===== config.mk =====
export PLATFORM = sky130hd
export DESIGN_NAME = button_debounce_hold_multiclick
export DESIGN_NICKNAME = d
export VERILOG_FILES = /design/src/rtl/bdhm_pkg.sv /design/src/rtl/button_debounce_hold_multiclick.sv
export SDC_FILE = /design/constraint.sdc
export NUM_CORES = 1
export LEC_CHECK = 0
export BUFFER_PORTS_ARGS = -buffer_cell sky130_fd_sc_hd__buf_4
export CAP_MARGIN = 20
export CORE_MARGIN = 4
export CORE_UTILIZATION = 60
export CTS_CLUSTER_DIAMETER = 120
export DETAILED_ROUTE_END_ITERATION = 10
export PLACE_DENSITY_LB_ADDON = 0.3
export SLEW_MARGIN = 30
export SYNTH_ARGS = -nofsm -noshare
export SYNTH_HDL_FRONTEND = slang
export SYNTH_SLANG_ARGS = --single-unit

===== constraint.sdc =====
create_clock -name clock -period 5.1 [get_ports clock]
set_clock_uncertainty 0.2 [all_clocks]
set_input_delay 0.255 -clock clock [delete_from_list [all_inputs] [get_ports clock]]
set_output_delay 0.255 -clock clock [all_outputs]
set_load 0.02 [all_outputs]

===== src/rtl/bdhm_pkg.sv =====
`default_nettype none

package bdhm_pkg;

   localparam int unsigned CountWidth   = 16;
   localparam int unsigned ClickWidth   = 11;
   localparam int unsigned CsrIdxWidth  = 2;
   localparam int unsigned CsrDataWidth = 16;

   // Register indexes of the configuration port.
   localparam logic [CsrIdxWidth-1:0] CsrActiveLow  = 2'd0;
   localparam logic [CsrIdxWidth-1:0] CsrDebounceMs = 2'd1;
   localparam logic [CsrIdxWidth-1:0] CsrHoldMs     = 2'd2;

   // Register values after reset.
   localparam logic                  ActiveLowReset  = 1'b1;
   localparam logic [CountWidth-1:0] DebounceMsReset = 16'd20;
   localparam logic [CountWidth-1:0] HoldMsReset     = 16'd5000;

   // Multi-click window and the ceiling of the window timer.
   localparam logic [ClickWidth-1:0] ClickWindow = 11'd1000;
   localparam logic [ClickWidth-1:0] ClickSat    = 11'd2047;
   localparam logic [CountWidth-1:0] PressSat    = 16'hFFFF;

   typedef enum logic [2:0] {
      PH_IDLE     = 3'b001,
      PH_DEBOUNCE = 3'b010,
      PH_HELD     = 3'b100
   } phase_type;

   // Sticky poll marks.
   typedef struct packed {
      logic first_hold;
      logic long_press;
      logic pressed;
   } marks_type;

   // One result beat.
   typedef struct packed {
      logic                  held_now;
      logic                  press_event;
      logic                  hold_event;
      logic                  release_event;
      logic                  multi_click_event;
      marks_type             marks;
      logic [CountWidth-1:0] press_total;
      logic [CountWidth-1:0] click_total;
      logic [CountWidth-1:0] held_time;
   } result_type;

endpackage

`default_nettype wire


===== src/rtl/button_debounce_hold_multiclick.sv =====
// Push-button debouncer with long-press and multi-click detection. Each req_
// beat is one millisecond tick carrying the raw pin level and two poll
// acknowledges; each tick yields exactly one rsp_ beat. A press must persist
// for debounce_ms ticks to be confirmed; confirmed presses are counted in
// total and within a 1000-tick multi-click window, and from the second click
// in a window a multi-click pulse is given. While held, a hold event fires
// every hold_ms ticks, adding the elapsed ticks to held_time. The pressed and
// long-press marks are sticky and are cleared by ack_press and ack_long after
// the tick that reports them. The whole state update is a single pass of
// compare and add logic from the state registers into the result register,
// so a new beat is taken every cycle as long as the result register is empty
// or being drained in the same cycle. An accepted req_ beat gives its rsp_
// beat in the next cycle. Configuration writes on the csr_ port are always
// taken and must only be issued while idle.

`default_nettype none

module button_debounce_hold_multiclick (
   input  wire logic                                   clock,
   input  wire logic                                   reset,
   // Tick input channel
   input  wire logic                                   req_valid,
   output      logic                                   req_ready,
   input  wire logic                                   req_button_level,
   input  wire logic                                   req_ack_press,
   input  wire logic                                   req_ack_long,
   // Result channel
   output      logic                                   rsp_valid,
   input  wire logic                                   rsp_ready,
   output      logic                                   rsp_held_now,
   output      logic                                   rsp_press_event,
   output      logic                                   rsp_hold_event,
   output      logic                                   rsp_release_event,
   output      logic                                   rsp_multi_click_event,
   output      logic                                   rsp_pressed_flag,
   output      logic                                   rsp_long_flag,
   output      logic                                   rsp_first_hold_flag,
   output      logic [bdhm_pkg::CountWidth-1:0]        rsp_press_total,
   output      logic [bdhm_pkg::CountWidth-1:0]        rsp_click_total,
   output      logic [bdhm_pkg::CountWidth-1:0]        rsp_held_time,
   // Configuration write channel
   input  wire logic                                   csr_valid,
   output      logic                                   csr_ready,
   input  wire logic [bdhm_pkg::CsrIdxWidth-1:0]       csr_index,
   input  wire logic [bdhm_pkg::CsrDataWidth-1:0]      csr_wdata
);

   localparam int unsigned CW = bdhm_pkg::CountWidth;
   localparam int unsigned KW = bdhm_pkg::ClickWidth;

   // Configuration registers.
   logic          active_low_ff;
   logic [CW-1:0] debounce_ms_ff;
   logic [CW-1:0] hold_ms_ff;

   // Tick state.
   bdhm_pkg::phase_type phase_ff,         phase_in;
   logic [CW-1:0]       press_elapsed_ff, press_elapsed_in;
   logic [KW-1:0]       click_elapsed_ff, click_elapsed_in;
   logic [CW-1:0]       press_count_ff,   press_count_in;
   logic [CW-1:0]       click_count_ff,   click_count_in;
   logic [CW-1:0]       hold_accum_ff,    hold_accum_in;
   bdhm_pkg::marks_type marks_ff,         marks_in;

   // Result register.
   logic                 rsp_valid_ff, rsp_valid_in;
   bdhm_pkg::result_type result_ff,    result_in;

   logic                 req_accept;
   logic                 pressed;
   logic [CW-1:0]        press_elapsed_inc;
   logic [KW-1:0]        click_elapsed_inc;
   bdhm_pkg::marks_type  marks_step;
   logic                 ev_press;
   logic                 ev_hold;
   logic                 ev_release;
   logic                 ev_multi;

   // The result register takes a new beat whenever it is empty or its
   // current beat leaves in the same cycle, so ticks flow back to back.
   assign req_ready  = !rsp_valid_ff || rsp_ready;
   assign req_accept = req_valid && req_ready;
   assign csr_ready  = 1'b1;

   always_ff @(posedge clock) begin
      if (reset) begin
         active_low_ff  <= bdhm_pkg::ActiveLowReset;
         debounce_ms_ff <= bdhm_pkg::DebounceMsReset;
         hold_ms_ff     <= bdhm_pkg::HoldMsReset;
      end else if (csr_valid && csr_ready) begin
         case (csr_index)
            bdhm_pkg::CsrActiveLow:  active_low_ff  <= csr_wdata[0];
            bdhm_pkg::CsrDebounceMs: debounce_ms_ff <= csr_wdata[CW-1:0];
            bdhm_pkg::CsrHoldMs:     hold_ms_ff     <= csr_wdata[CW-1:0];
            default: ;
         endcase
      end
   end

   // Polarity: in pull-up wiring a pressed button reads as a low level.
   assign pressed = active_low_ff ? !req_button_level : req_button_level;

   // Both timers advance at the start of every tick and saturate.
   assign press_elapsed_inc = (press_elapsed_ff == bdhm_pkg::PressSat) ?
                              press_elapsed_ff : press_elapsed_ff + CW'(1);
   assign click_elapsed_inc = (click_elapsed_ff == bdhm_pkg::ClickSat) ?
                              click_elapsed_ff : click_elapsed_ff + KW'(1);

   always_comb begin
      phase_in         = phase_ff;
      press_elapsed_in = press_elapsed_inc;
      click_elapsed_in = click_elapsed_inc;
      press_count_in   = press_count_ff;
      click_count_in   = click_count_ff;
      hold_accum_in    = hold_accum_ff;
      marks_step       = marks_ff;
      ev_press         = 1'b0;
      ev_hold          = 1'b0;
      ev_release       = 1'b0;
      ev_multi         = 1'b0;

      case (phase_ff)
         bdhm_pkg::PH_IDLE: begin
            // The multi-click window closes only while the button is up.
            if (click_count_ff != '0 && click_elapsed_inc >= bdhm_pkg::ClickWindow) begin
               click_count_in = '0;
            end
            if (pressed) begin
               press_elapsed_in = '0;
               phase_in         = bdhm_pkg::PH_DEBOUNCE;
            end
         end
         bdhm_pkg::PH_DEBOUNCE: begin
            if (press_elapsed_inc >= debounce_ms_ff) begin
               if (pressed) begin
                  hold_accum_in         = '0;
                  marks_step.long_press = 1'b0;
                  marks_step.pressed    = 1'b1;
                  marks_step.first_hold = 1'b1;
                  // The first click of a series opens a new window.
                  if (click_count_ff == '0) begin
                     click_elapsed_in = '0;
                  end
                  press_count_in = press_count_ff + CW'(1);
                  click_count_in = click_count_ff + CW'(1);
                  ev_press       = 1'b1;
                  ev_multi       = (click_count_in != '0) && (click_count_in != CW'(1));
                  phase_in       = bdhm_pkg::PH_HELD;
               end else begin
                  // Released once the debounce time ran out: treated as noise.
                  phase_in = bdhm_pkg::PH_IDLE;
               end
            end
         end
         bdhm_pkg::PH_HELD: begin
            if (pressed) begin
               if (press_elapsed_inc >= hold_ms_ff) begin
                  hold_accum_in         = hold_accum_ff + press_elapsed_inc;
                  press_elapsed_in      = '0;
                  ev_hold               = 1'b1;
                  marks_step.first_hold = 1'b0;
                  marks_step.long_press = 1'b1;
               end
            end else begin
               ev_release = 1'b1;
               phase_in   = bdhm_pkg::PH_IDLE;
            end
         end
         default: begin
            phase_in = bdhm_pkg::PH_IDLE;
         end
      endcase

      // The acknowledges clear the marks only after they have been reported.
      marks_in = marks_step;
      if (req_ack_press) begin
         marks_in.pressed = 1'b0;
      end
      if (req_ack_long) begin
         marks_in.long_press = 1'b0;
      end

      result_in.held_now          = (phase_in == bdhm_pkg::PH_HELD);
      result_in.press_event       = ev_press;
      result_in.hold_event        = ev_hold;
      result_in.release_event     = ev_release;
      result_in.multi_click_event = ev_multi;
      result_in.marks             = marks_step;
      result_in.press_total       = press_count_in;
      result_in.click_total       = click_count_in;
      result_in.held_time         = hold_accum_in;
   end

   always_ff @(posedge clock) begin
      if (reset) begin
         phase_ff         <= bdhm_pkg::PH_IDLE;
         press_elapsed_ff <= '0;
         click_elapsed_ff <= '0;
         press_count_ff   <= '0;
         click_count_ff   <= '0;
         hold_accum_ff    <= '0;
         marks_ff         <= '0;
      end else if (req_accept) begin
         phase_ff         <= phase_in;
         press_elapsed_ff <= press_elapsed_in;
         click_elapsed_ff <= click_elapsed_in;
         press_count_ff   <= press_count_in;
         click_count_ff   <= click_count_in;
         hold_accum_ff    <= hold_accum_in;
         marks_ff         <= marks_in;
      end
   end

   assign rsp_valid_in = req_accept || (rsp_valid_ff && !rsp_ready);

   always_ff @(posedge clock) begin
      if (reset) begin
         rsp_valid_ff <= 1'b0;
      end else begin
         rsp_valid_ff <= rsp_valid_in;
      end
   end

   always_ff @(posedge clock) begin
      if (req_accept) begin
         result_ff <= result_in;
      end
   end

   assign rsp_valid             = rsp_valid_ff;
   assign rsp_held_now          = result_ff.held_now;
   assign rsp_press_event       = result_ff.press_event;
   assign rsp_hold_event        = result_ff.hold_event;
   assign rsp_release_event     = result_ff.release_event;
   assign rsp_multi_click_event = result_ff.multi_click_event;
   assign rsp_pressed_flag      = result_ff.marks.pressed;
   assign rsp_long_flag         = result_ff.marks.long_press;
   assign rsp_first_hold_flag   = result_ff.marks.first_hold;
   assign rsp_press_total       = result_ff.press_total;
   assign rsp_click_total       = result_ff.click_total;
   assign rsp_held_time         = result_ff.held_time;

   // A confirmed press always lands in the held phase with fresh marks.
   a_press_enters_held: assert property (@(posedge clock) disable iff (reset)
      rsp_valid && rsp_press_event |->
         rsp_held_now && rsp_pressed_flag && rsp_first_hold_flag && !rsp_long_flag)
      else $error("press beat without held phase or fresh marks");

   // A multi-click can only come with a press confirmation.
   a_multi_needs_press: assert property (@(posedge clock) disable iff (reset)
      rsp_valid && rsp_multi_click_event |-> rsp_press_event)
      else $error("multi-click beat without press");

   // Hold events need the button still held; releases leave the held phase.
   a_hold_release: assert property (@(posedge clock) disable iff (reset)
      rsp_valid && rsp_hold_event |-> rsp_held_now && rsp_long_flag && !rsp_release_event)
      else $error("hold beat outside held phase");

   // The state advances only on an accepted tick.
   a_state_holds: assert property (@(posedge clock) disable iff (reset)
      !req_accept |=> $stable(phase_ff) && $stable(press_count_ff) && $stable(hold_accum_ff))
      else $error("tick state changed without an accepted beat");

   // The press counter moves by exactly one per confirmed press.
   a_press_count: assert property (@(posedge clock) disable iff (reset)
      req_accept && ev_press |=> press_count_ff == $past(press_count_ff) + CW'(1))
      else $error("press count did not advance by one");

endmodule

`default_nettype wire

==> summary.md, run 1 <==
| Metric | Value |
|---|---|
| TritonCTS clock tree | done |
| RSZ-0062 raised after global routing | no |
| Clock sink count | between 150 and 200 |
| DR iter-0 viols | around 910 |
| Syn Nets | 1,152 |
| Ant. Diodes | 0 |
| Cts hold-fix bufs | 21 |
| Post-layout util | a little under three quarters |
| Peak VDD IR | 259 uV |
| DP Cell Count | 1,323 |
| Area delta synth->final | 16.0% |
| Placed wire-length estimate | 15,800 um |
| Post-synth EDFFs | 56 |
| Tot GR Track Use | 25.6% |
| F_max | around 0.22 GHz |
| CORE AREA | ~15,000 um^2 |
| GPL Wtd Cong | 0.867 |
| Vias in the first global route | around 7,800 |
| Initial antenna violation count | 0 |
| Slowest cell on crit path | or4_1 |
| Clk buf depth | 2 |
| Ys async rst share | 0% |
| Cells along the critical path | nand4_2 > or2_1 > or3_1 > nand3_1 > nor2_1 > or2_2 > ha_1 > nand2_1 > nor3_1 > a21oi_1 > o21a_1 > or4_1 > o311ai_0 > o41ai_1 |
| Min cycle time layout | between 4 and 5 ns |
| Fillers | about 1,200 |
| Root Buffer | clkbuf_16 |
| Critical Path Start | press_elapsed_ff[7]$_SDFFE_PP0P_ |
| Slew Limit Fails | 0 |
| 1st-pass router iterations | 5 |
| Worst reg2reg startpoint | press_elapsed_ff[7]$_SDFFE_PP0P_ |
| Clk slew on worst S/H paths | about 0.06 ns |
| Worst skew pair latency | approximately 0.43 ns |
| Post-Route WL | 23,100 um |
| Worst Tran Pin Value | 0.954 ns |
| Share of cells above drive strength 1 | a little over an eighth |
| Library cells used by synthesis | 78 |
| Cells after Synth | about 1,100 |
| Register area share after synthesis | roughly two fifths |
| Commonest non-fill, non-tap cell in the layout | nand2_1 |
| Endpoint, Worst Hold | phase_ff[0]$_SDFFE_PP1P_ |
| Top FF cell, synth | dfxtp_1 |
| DIE AREA | roughly 18,000 um^2 |
| Initial core utilization | between 60% and 70% |
| Setup TNS | 0 ns |
| Leakage | ~4.4 nW |
| Status | completed |
| FF+latch count, synth | roughly 170 |
| CP delay by family, top | simple AND/OR/NAND/NOR gates |
| Vias | 8,484 |
| Die X | 134 um |
| Post-route ant nets | 0 |
| I/O pins | 85 |
| Die H | roughly 130 um |
| Gates resized, CTS repair | 0 |
| Worst hold path type | primary input to register |
| Drt drc | 0 |
| Final setup violation count | 0 |
| Final period utilization | between 90% and 100% |
| Synthesized area | around 9500 um^2 |
| Final Hold Fails | 0 |
| CP max FO | 16 |
| Max-cap check violation count | 0 |
| Reg2reg end | press_count_ff[9]$_SDFFE_PP0P_ |
| CP Buf/Inv Count | 0 |
| Crit path launch type | register |
| Commonest cells after routing, fill and taps aside | nand2_1 (123), dfxtp_1 (115), buf_4 (102), a21oi_1 (95), nor2_1 (65) |
| Fin cells | between 1,000 and 1,500 |
| Setup crit end kind | register |
| Kind of critical path | register to register |
| Reg2reg path depth | 14 |
| Via density | around 6.2 |
| Critical path arrival | between 4 and 5 ns |
| HP Start | req_button_level |
| PortBufs | 83 |
| Num rows | 45 |
| Average wire per standard cell | ~17 um |
| CTS Buf Count | 17 |
| Worst Hold Depth | 6 |
| Post-CTS Setup Bufs | 0 |
| Largest net degree at the start of global routing | 84 |
| First-pass GRT wire length | approximately 38,000 um |
| WP data required | 5.18 ns |
| Grt total ovfl | 0 |
| Relative slew slack | ~36% |
| Syn Area/Cell | approximately 8.9 um^2 |
| R2r setup slk | ~0.51 ns |
| Yosys warns | 0 |
| Cell Pwr Density | 260 nW/um^2 |
| Htree depth | 4 |
| Stages on the worst setup path | 14 |
| Layout Nets | ~1,200 |
| CP max stage delay | around 0.8 ns |
-- where the power goes --
part           total (mW)  switching [mW]  internal [mW]
clock network        1.19           0.535          0.651
logic               0.222           0.138         0.0836
registers            1.46          0.0174           1.44
total                2.86           0.690           2.17
-- cell families after synthesis --
group,after synthesis,synth area share (%)
multiplexers,3,0.329
XOR/XNOR,42,3.95
buffers and inverters,121,5.07
other,1,0.0395
AO/OA/AOI/OAI,290,21.3
flip-flops,171,41.9
adder cells (fa/ha/maj),54,7.19
AND/OR/NAND/NOR,390,20.2
-- how the worst max path moves through the flow --
| stage | endpoint | slack (ns) |
|---|---|---|
| 2_1_floorplan | rsp_press_total[11]$_DFFE_PP_ | 0.97 |
| 3_3_place_gp | press_count_ff[15]$_SDFFE_PP0P_ | 0.66 |
| 3_5_place_dp | press_count_ff[9]$_SDFFE_PP0P_ | 0.60 |
| 4_1_cts | press_count_ff[7]$_SDFFE_PP0P_ | 0.57 |
| 5_1_grt | press_count_ff[7]$_SDFFE_PP0P_ | 0.22 |
| 6_report | press_count_ff[9]$_SDFFE_PP0P_ | 0.51 |
-- tightest hold or removal path, delay by kind of cell --
family / cells / cell delay (ns)
AOI/OAI and AO/OA: 1 / 0.06
xor gates and xnor gates: 1 / 0.19
and+or+nand+nor: 3 / 0.22
buffers and inverters: 1 / 0.09
-- cell type report --
type,instances,area (um^2),area share (%)
Clock buffer,23,468,4.25
Clock inverter,9,67.6,0.613
Multi-Input combinational cell,780,5040,45.7
Tap cell,211,264,2.40
Sequential cell,171,3980,36.1
Inverter,59,221,2.01
Timing Repair Buffer,123,976,8.86
-- synthesized netlist by cell type, drive strengths merged, types with 4 or more instances --
cell	number	area share, %
o32ai	4	0.37
o21ai	27	1.4
o211ai	14	1.2
and3	28	1.9
and2	4	0.26
nor2	65	2.6
o41ai	7	0.65
ha	53	7.0
a21o	6	0.47
xor2	21	2.0
edfxtp	56	18
a211o	11	1.0
nor2b	11	0.72
xnor2	21	1.9
nand3	52	2.7
or4	8	0.63
a21oi	95	5.0
or3	10	0.66
nor3	34	1.8
a22o	16	1.5
a32o	14	1.5
a211oi	7	0.61
nand2b	8	0.53
nand4	11	0.79
nor4	11	0.79
a32oi	13	1.2
a31oi	26	1.8
o21a	9	0.71
dfxtp	115	24
inv	57	2.3
o311ai	10	1.0
buf	14	0.84
o31ai	8	0.63
nand2	123	4.9
or2	12	0.79
clkbuf	48	1.9
-- metal layers --
metal | global-route usage, % | up-vias | wire length (um) | share of wire, %
met4 | 7.60 | 0 | 474 | 2.1
met5 | 0 | - | 0 | 0
met2 | 40.6 | 313 | 10600 | 46
met1 | 36.5 | 4005 | 10500 | 45
met3 | 4.01 | 49 | 1530 | 6.6
li1 | - | 4117 | - | -
-- registers in the layout, summed over array words and instances (netlist names), 3 cells and up --
| register | count |
|---|---|
| click_count_ff | 16 |
| debounce_ms_ff | 16 |
| hold_accum_ff | 16 |
| hold_ms_ff | 16 |
| press_count_ff | 16 |
| press_elapsed_ff | 16 |
| rsp_click_total | 16 |
| rsp_held_time | 16 |
| rsp_press_total | 16 |
| click_elapsed_ff | 11 |
| marks_ff | 3 |
| phase_ff | 3 |
-- per-stage QoR --
stage                     worst slack [ns]  hold slack, ns  instance area (um^2)  power (mW)
after floorplan                      0.967           0.166                  9500        1.61
after global placement               0.664           0.243                 10300        1.69
after detailed placement             0.602           0.251                 10300        1.69
after CTS                            0.567           0.174                 11000        2.87
after global routing                 0.219           0.253                 11000        2.95
final                                0.508           0.215                 11000        2.86
Note: power is estimated with default switching activity, not from simulation.
==> run 2: changes to the inputs <==
--- a/config.mk
+++ b/config.mk
@@ -7,8 +7,10 @@
 export LEC_CHECK = 0
 export BUFFER_PORTS_ARGS = -buffer_cell sky130_fd_sc_hd__buf_4
 export CAP_MARGIN = 20
+export CELL_PAD_IN_SITES_DETAIL_PLACEMENT = 0
+export CELL_PAD_IN_SITES_GLOBAL_PLACEMENT = 1
 export CORE_MARGIN = 4
-export CORE_UTILIZATION = 60
+export CORE_UTILIZATION = 50
 export CTS_CLUSTER_DIAMETER = 120
 export DETAILED_ROUTE_END_ITERATION = 10
 export PLACE_DENSITY_LB_ADDON = 0.3
==> constraint.sdc (replaced) <==
create_clock -name clock -period 5.5 [get_ports clock]
set_clock_uncertainty 0.2 [all_clocks]
set_input_delay 0.275 -clock clock [delete_from_list [all_inputs] [get_ports clock]]
set_output_delay 0.275 -clock clock [all_outputs]
set_load 0.02 [all_outputs]
==> summary.md, run 2 (same netlist as run 1, synthesis figures left out) <==
| Metric | Value |
|---|---|
| WP data required | 5.60 ns (+0.42 ns) |
| Commonest non-fill, non-tap cell in the layout | nand2_1 |
| Power share of the combinational group | 7.6% (about the same) |
| Die H | 146 um (+9.0%) |
| Min cycle time layout | 4.75 ns (+0.153 ns) |
| Final period utilization | 86.3% (-3.8 points) |
| Htree depth | 4 (unchanged) |
| Final setup violation count | 0 (unchanged) |
| Worst skew pair latency | 0.44 ns (about the same) |
| CTS Buf Count | 17 (unchanged) |
| Cells along the critical path | nand4_2 > or2_1 > or3_1 > nand3_1 > nor2_1 > or2_2 > ha_1 > nand2_1 > nor3_1 > a21oi_1 > o21a_1 > or4_1 > o311ai_0 > o41ai_1 |
| P_int | 2.07 mW (-4.8%) |
| Initial core utilization | 50.8% (-11 points) |
| Vias | 8,246 (-2.8%) |
| Ant. Diodes | 0 (unchanged) |
| Post-layout util | 59.4% (-12 points) |
| Clk slew on worst S/H paths | 0.07 ns (about the same) |
| Cts hold-fix bufs | 22 (+4.8%) |
| Crit path launch type | register |
| Initial antenna violation count | 0 (unchanged) |
| Leakage | 4.38 nW (+0.66%) |
| Placed wire-length estimate | 16,500 um (+4.7%) |
| Share of cells above drive strength 1 | 13.7% (+0.27 points) |
| CP Buf/Inv Count | 0 (unchanged) |
| Slew Limit Fails | 0 (unchanged) |
| Slowest cell on crit path | or4_1 |
| CP delay by family, top | simple AND/OR/NAND/NOR gates |
| Largest net degree at the start of global routing | 59 (-30%) |
| Root Buffer | clkbuf_16 |
| Max-cap check violation count | 0 (unchanged) |
| Drt drc | 0 (unchanged) |
| Post-route ant nets | 0 (unchanged) |
| Relative slew slack | 48.0% (+12 points) |
| Commonest cells after routing, fill and taps aside | nand2_1 (123), dfxtp_1 (115), buf_4 (100), a21oi_1 (95), nor2_1 (65) |
| Status | completed |
| Clk buf depth | 2 (unchanged) |
| I/O pins | 85 (unchanged) |
| Grt total ovfl | 0 (unchanged) |
| Total Power | 2.77 mW (-3.2%) |
| F_max | 0.211 GHz (-3.2%) |
| Num rows | 50 (+11%) |
| TritonCTS clock tree | done |
| Vias in the first global route | 7,465 (-4.2%) |
| DR iter-0 viols | 520 (-43%) |
| Setup TNS | 0 ns (unchanged) |
| Layout Nets | 1,231 (-0.081%) |
| Tot GR Track Use | 22.1% (-3.6 points) |
| Post-CTS Setup Bufs | 0 (unchanged) |
| Kind of critical path | register to register |
| CP max FO | 16 (unchanged) |
| Clock share of power | 43.7% (+2.3 points) |
| Sw frac | 25.3% (+1.3 points) |
| 1st-pass router iterations | 5 (unchanged) |
| Gates resized, CTS repair | 0 (unchanged) |
| Peak VDD IR | 233 uV (-10%) |
| Average wire per standard cell | 17.0 um (+1.5%) |
| GPL Wtd Cong | 0.846 (-2.5%) |
| CORE AREA | 18,700 um^2 (+22%) |
| NetSw | 702 uW (+1.8%) |
| RSZ-0062 raised after global routing | no |
| Final Hold Fails | 0 (unchanged) |
| Die X | 146 um (+9.0%) |
| DIE AREA | 21,300 um^2 (+19%) |
| Setup crit end kind | register |
| Register share of total power | 48.8% (-2.1 points) |
| CP max stage delay | 0.83 ns (+0.03 ns) |
| Post-Route WL | 23,800 um (+3.1%) |
| PortBufs | 83 (unchanged) |
| Area delta synth->final | 17.0% |
| Clock sink count | 171 (unchanged) |
| Worst Tran Pin Value | 0.780 ns (-0.174 ns) |
| Cell Pwr Density | 249 nW/um^2 (-4.0%) |
| First-pass GRT wire length | 38,600 um (+1.2%) |
| Via density | 5.90 (-4.3%) |
| Critical path arrival | 4.84 ns (+0.16 ns) |
| Worst hold path type | primary input to register |
-- run 2: changes by cell type in the layout (fill, tap and decap cells not counted), sizes merged --
| cell | delta |
|---|---|
| clkbuf | -5 |
| bufinv | +1 |
| inv | +6 |
| buf | -2 |
| clkinv | -1 |
| dlygate4sd3 | +1 |
| clkinvlp | -1 |
-- run 2: worst reg2reg max path: cells and delay by family (launching register included) --
kind,cells,cell delay [ns]
adders and majority gates,1,0.30
AOI/OAI and AO/OA,4,0.95
DFF,1,0.44
and+or+nand+nor,9,2.71
-- run 2: power groups by stage --
stage / Sequential (mW) / Combinational (mW) / Clock [mW]
after floorplan: 1.40 / 0.0894 / 0
after global placement: 1.38 / 0.194 / 0
after detailed placement: 1.38 / 0.196 / 0
after CTS: 1.35 / 0.210 / 1.23
after global routing: 1.36 / 0.229 / 1.29
final: 1.35 / 0.210 / 1.21
-- run 2: final cells by class --
type,instances,area (um^2)
Fill cell,1685,7590
Multi-Input combinational cell,780,5050
Sequential cell,171,3980
Timing Repair Buffer,122,971
Clock buffer,18,439
Tap cell,234,293
Inverter,59,221
Clock inverter,14,154
-- run 2: layer usage --
layer | up-vias | wire [um] | share of wire [%] | global-route usage [%]
met5 | - | 0 | 0 | 0
met4 | 0 | 641 | 2.7 | 7.50
met3 | 41 | 1200 | 5.0 | 4.11
met2 | 235 | 10700 | 45 | 34.5
met1 | 3834 | 11200 | 47 | 30.9
li1 | 4136 | - | - | -
-- run 2: through the flow --
step           instance area [um^2]  setup WS, ns  cells  hold slack [ns]
3_5_place_dp                  10300         0.824   1344            0.248
2_1_floorplan                  9500          1.37   1072            0.186
6_report                      11100         0.755   1398            0.250
3_3_place_gp                  10300         0.884   1344            0.244
4_1_cts                       11100         0.771   1398            0.231
5_1_grt                       11100         0.388   1398            0.275
-- run 2: path summary, 6_finish.rpt --
kind | start | end | slack [ns] | depth (start not counted)
worst max register to register | press_elapsed_ff[6]$_SDFFE_PP0P_ | press_count_ff[11]$_SDFFE_PP0P_ | 0.75 | 14
worst min-delay path | req_button_level | rsp_release_event$_SDFFCE_PN0P_ | 0.25 | 3
worst max-delay path | press_elapsed_ff[6]$_SDFFE_PP0P_ | press_count_ff[11]$_SDFFE_PP0P_ | 0.75 | 14
worst min register to register | hold_ms_ff[13]$_SDFFE_PP0P_ | hold_ms_ff[13]$_SDFFE_PP0P_ | 0.25 | 2
==> run 3: changes to the inputs <==
--- a/config.mk
+++ b/config.mk
@@ -14,6 +14,7 @@
 export CTS_CLUSTER_DIAMETER = 120
 export DETAILED_ROUTE_END_ITERATION = 10
 export PLACE_DENSITY_LB_ADDON = 0.3
+export RECOVER_POWER = 50
 export SLEW_MARGIN = 30
 export SYNTH_ARGS = -nofsm -noshare
 export SYNTH_HDL_FRONTEND = slang
==> summary.md, run 3 (same netlist as run 1, synthesis figures left out) <==
| Metric | Value |
|---|---|
| Sw frac | 25.5% (+0.16 points) |
| Root Buffer | clkbuf_16 |
| RSZ-0062 raised after global routing | no |
| Worst reg2reg startpoint | press_elapsed_ff[6]$_SDFFE_PP0P_ |
| GPL Wtd Cong | 0.846 (unchanged) |
| Die H | 146 um (unchanged) |
| Post-CTS Setup Bufs | 0 (unchanged) |
| Initial core utilization | 50.8% (unchanged) |
| Area delta synth->final | 14.5% |
| Crit path launch type | register |
| I/O pins | 85 (unchanged) |
| Critical path arrival | 4.84 ns (about the same) |
| Worst hold path type | primary input to register |
| Worst Tran Pin Value | 2.76 ns (+1.98 ns) |
| Reg2reg path depth | 14 (unchanged) |
| Average wire per standard cell | 17.0 um (about the same) |
| Final setup violation count | 0 (unchanged) |
| Drt drc | 0 (unchanged) |
| Post-placement worst setup slack | 0.824 ns (unchanged) |
| Max-cap check violation count | 2 (+2) |
| Leakage | 4.15 nW (-5.3%) |
| DP Cell Count | 1,344 (unchanged) |
| Min cycle time layout | 4.74 ns (-0.00231 ns) |
| DR iter-0 viols | 575 (+11%) |
| Relative slew slack | -84.3% (-130 points) |
| Placed wire-length estimate | 16,500 um (unchanged) |
| Final period utilization | 86.2% (about the same) |
| Grt total ovfl | 0 (unchanged) |
| Htree depth | 4 (unchanged) |
| DIE AREA | 21,300 um^2 (unchanged) |
| Endpoint, Worst Hold | rsp_release_event$_SDFFCE_PN0P_ |
| Post-route ant nets | 0 (unchanged) |
| Final Hold Fails | 0 (unchanged) |
| Fin cells | 1,398 (unchanged) |
| Tot GR Track Use | 22.1% (unchanged) |
| Die X | 146 um (unchanged) |
| First-pass GRT wire length | 38,600 um (unchanged) |
| Kind of critical path | register to register |
| Initial antenna violation count | 0 (unchanged) |
| Post-Route WL | 23,800 um (about the same) |
| P_int | 2.05 mW (-0.79%) |
| Reg2reg end | press_count_ff[11]$_SDFFE_PP0P_ |
| Vias | 8,254 (+0.097%) |
| NetSw | 703 uW (about the same) |
| R2r setup slk | 0.76 ns (about the same) |
| F_max | 0.211 GHz (about the same) |
| Num rows | 50 (unchanged) |
| Vias in the first global route | 7,465 (unchanged) |
| 1st-pass router iterations | 5 (unchanged) |
| Largest net degree at the start of global routing | 59 (unchanged) |
| Setup TNS | 0 ns (unchanged) |
| Clk slew on worst S/H paths | 0.07 ns (about the same) |
| CTS Buf Count | 17 (unchanged) |
| Hold_ws | 0.248 ns (-0.00229 ns) |
| Worst Hold Depth | 3 (unchanged) |
| CP max FO | 16 (unchanged) |
| Final WS setup | 0.757 ns (+0.00231 ns) |
| Register share of total power | 49.1% (+0.3 points) |
| Ant. Diodes | 0 (unchanged) |
| HP Start | req_button_level |
| Setup crit end kind | register |
| Commonest cells after routing, fill and taps aside | nand2_1 (123), dfxtp_1 (115), a21oi_1 (95), nor2_1 (65), clkbuf_1 (62) |
| Status | complete, but fails checks |
| WP data required | 5.60 ns (about the same) |
| Worst skew pair latency | 0.44 ns (about the same) |
| Commonest non-fill, non-tap cell in the layout | nand2_1 |
| Via density | 5.90 (about the same) |
| Cell Pwr Density | 253 nW/um^2 (+1.6%) |
| Gates resized, CTS repair | 0 (unchanged) |
| Share of cells above drive strength 1 | 8.25% (-5.4 points) |
| Slew Limit Fails | 110 (+110) |
| Clock sink count | 171 (unchanged) |
| Clk buf depth | 2 (unchanged) |
| CORE AREA | 18,700 um^2 (unchanged) |
| Peak VDD IR | 234 uV (+0.36%) |
| Power share of the combinational group | 7.0% (-0.6 points) |
| TritonCTS clock tree | done |
| PortBufs | 83 (unchanged) |
| Failing checks | max-capacitance violations, max-slew violations |
| Clock share of power | 43.9% (+0.2 points) |
| Layout Nets | 1,231 (unchanged) |
[run 3: cell count changes in the layout (fill, tap and decap cells not counted)]
cell	delta
clkbuf_4	+1
clkbuf_1	+62
inv_2	-1
inv_1	+1
buf_4	-63
[run 3: final cells by class]
cell class | instances | area (um^2)
clock buffers | 18 | 439
clock inverters | 14 | 154
fillers | 1758 | 7830
inverters | 59 | 221
multi-input cells | 780 | 5050
flip-flops and latches | 171 | 3980
well taps | 234 | 293
repair buffers | 122 | 738
[run 3: worst max-delay path by stage]
| stage | endpoint | slack (ns) | startpoint | cells after the start |
|---|---|---|---|---|
| global placement | press_count_ff[7]$_SDFFE_PP0P_ | 0.88 | press_elapsed_ff[6]$_SDFFE_PP0P_ | 14 |
| global route | click_elapsed_ff[4]$_SDFFE_PP0P_ | 0.39 | press_elapsed_ff[6]$_SDFFE_PP0P_ | 14 |
| detailed placement | press_count_ff[11]$_SDFFE_PP0P_ | 0.82 | press_elapsed_ff[6]$_SDFFE_PP0P_ | 14 |
| finish | press_count_ff[11]$_SDFFE_PP0P_ | 0.76 | press_elapsed_ff[6]$_SDFFE_PP0P_ | 14 |
| CTS | press_count_ff[11]$_SDFFE_PP0P_ | 0.77 | press_elapsed_ff[6]$_SDFFE_PP0P_ | 14 |
| floorplan | rsp_press_total[11]$_DFFE_PP_ | 1.37 | press_elapsed_ff[7]$_SDFFE_PP0P_ | 17 |
[run 3: stage by stage]
step / instance area [um^2] / power (mW) / util, %
5_1_grt: 10900 / 2.86 / 58.2
2_1_floorplan: 9500 / 1.49 / -
4_1_cts: 11100 / 2.79 / 59.4
6_report: 10900 / 2.76 / 58.2
3_5_place_dp: 10300 / 1.58 / 55.0
3_3_place_gp: 10300 / 1.57 / 55.0
[run 3: timing repair]
item                                   CTS  global route
hold buffers                            22             0
setup endpoints to repair                0             0
endpoints found under the hold margin   37             0
[run 3: power by group through the flow]
stage	Clock [mW]	Sequential, mW	Combinational, mW
CTS	1.23	1.35	0.210
detailed placement	0	1.38	0.196
global placement	0	1.38	0.194
floorplan	0	1.40	0.0894
finish	1.21	1.35	0.192
global route	1.29	1.36	0.212
[run 3: worst max-delay path, cell delays in order (launching register included)]
cell and delay, ns:
dfxtp_1 0.44, nand4_2 0.16, or2_1 0.28, or3_1 0.55, nand3_1 0.22, nor2_1 0.07
or2_2 0.36, ha_1 0.30, nand2_1 0.05, nor3_1 0.19, a21oi_1 0.11, o21a_1 0.30
or4_1 0.83, o311ai_0 0.42, o41ai_1 0.12
[run 3: layer usage]
| layer | GRT usage [%] | routed length, um | part of all wire, % |
|---|---|---|---|
| met5 | 0 | 0 | 0 |
| met3 | 4.11 | 1260 | 5.3 |
| met4 | 7.50 | 614 | 2.6 |
| met2 | 34.5 | 10700 | 45 |
| met1 | 30.9 | 11300 | 47 |
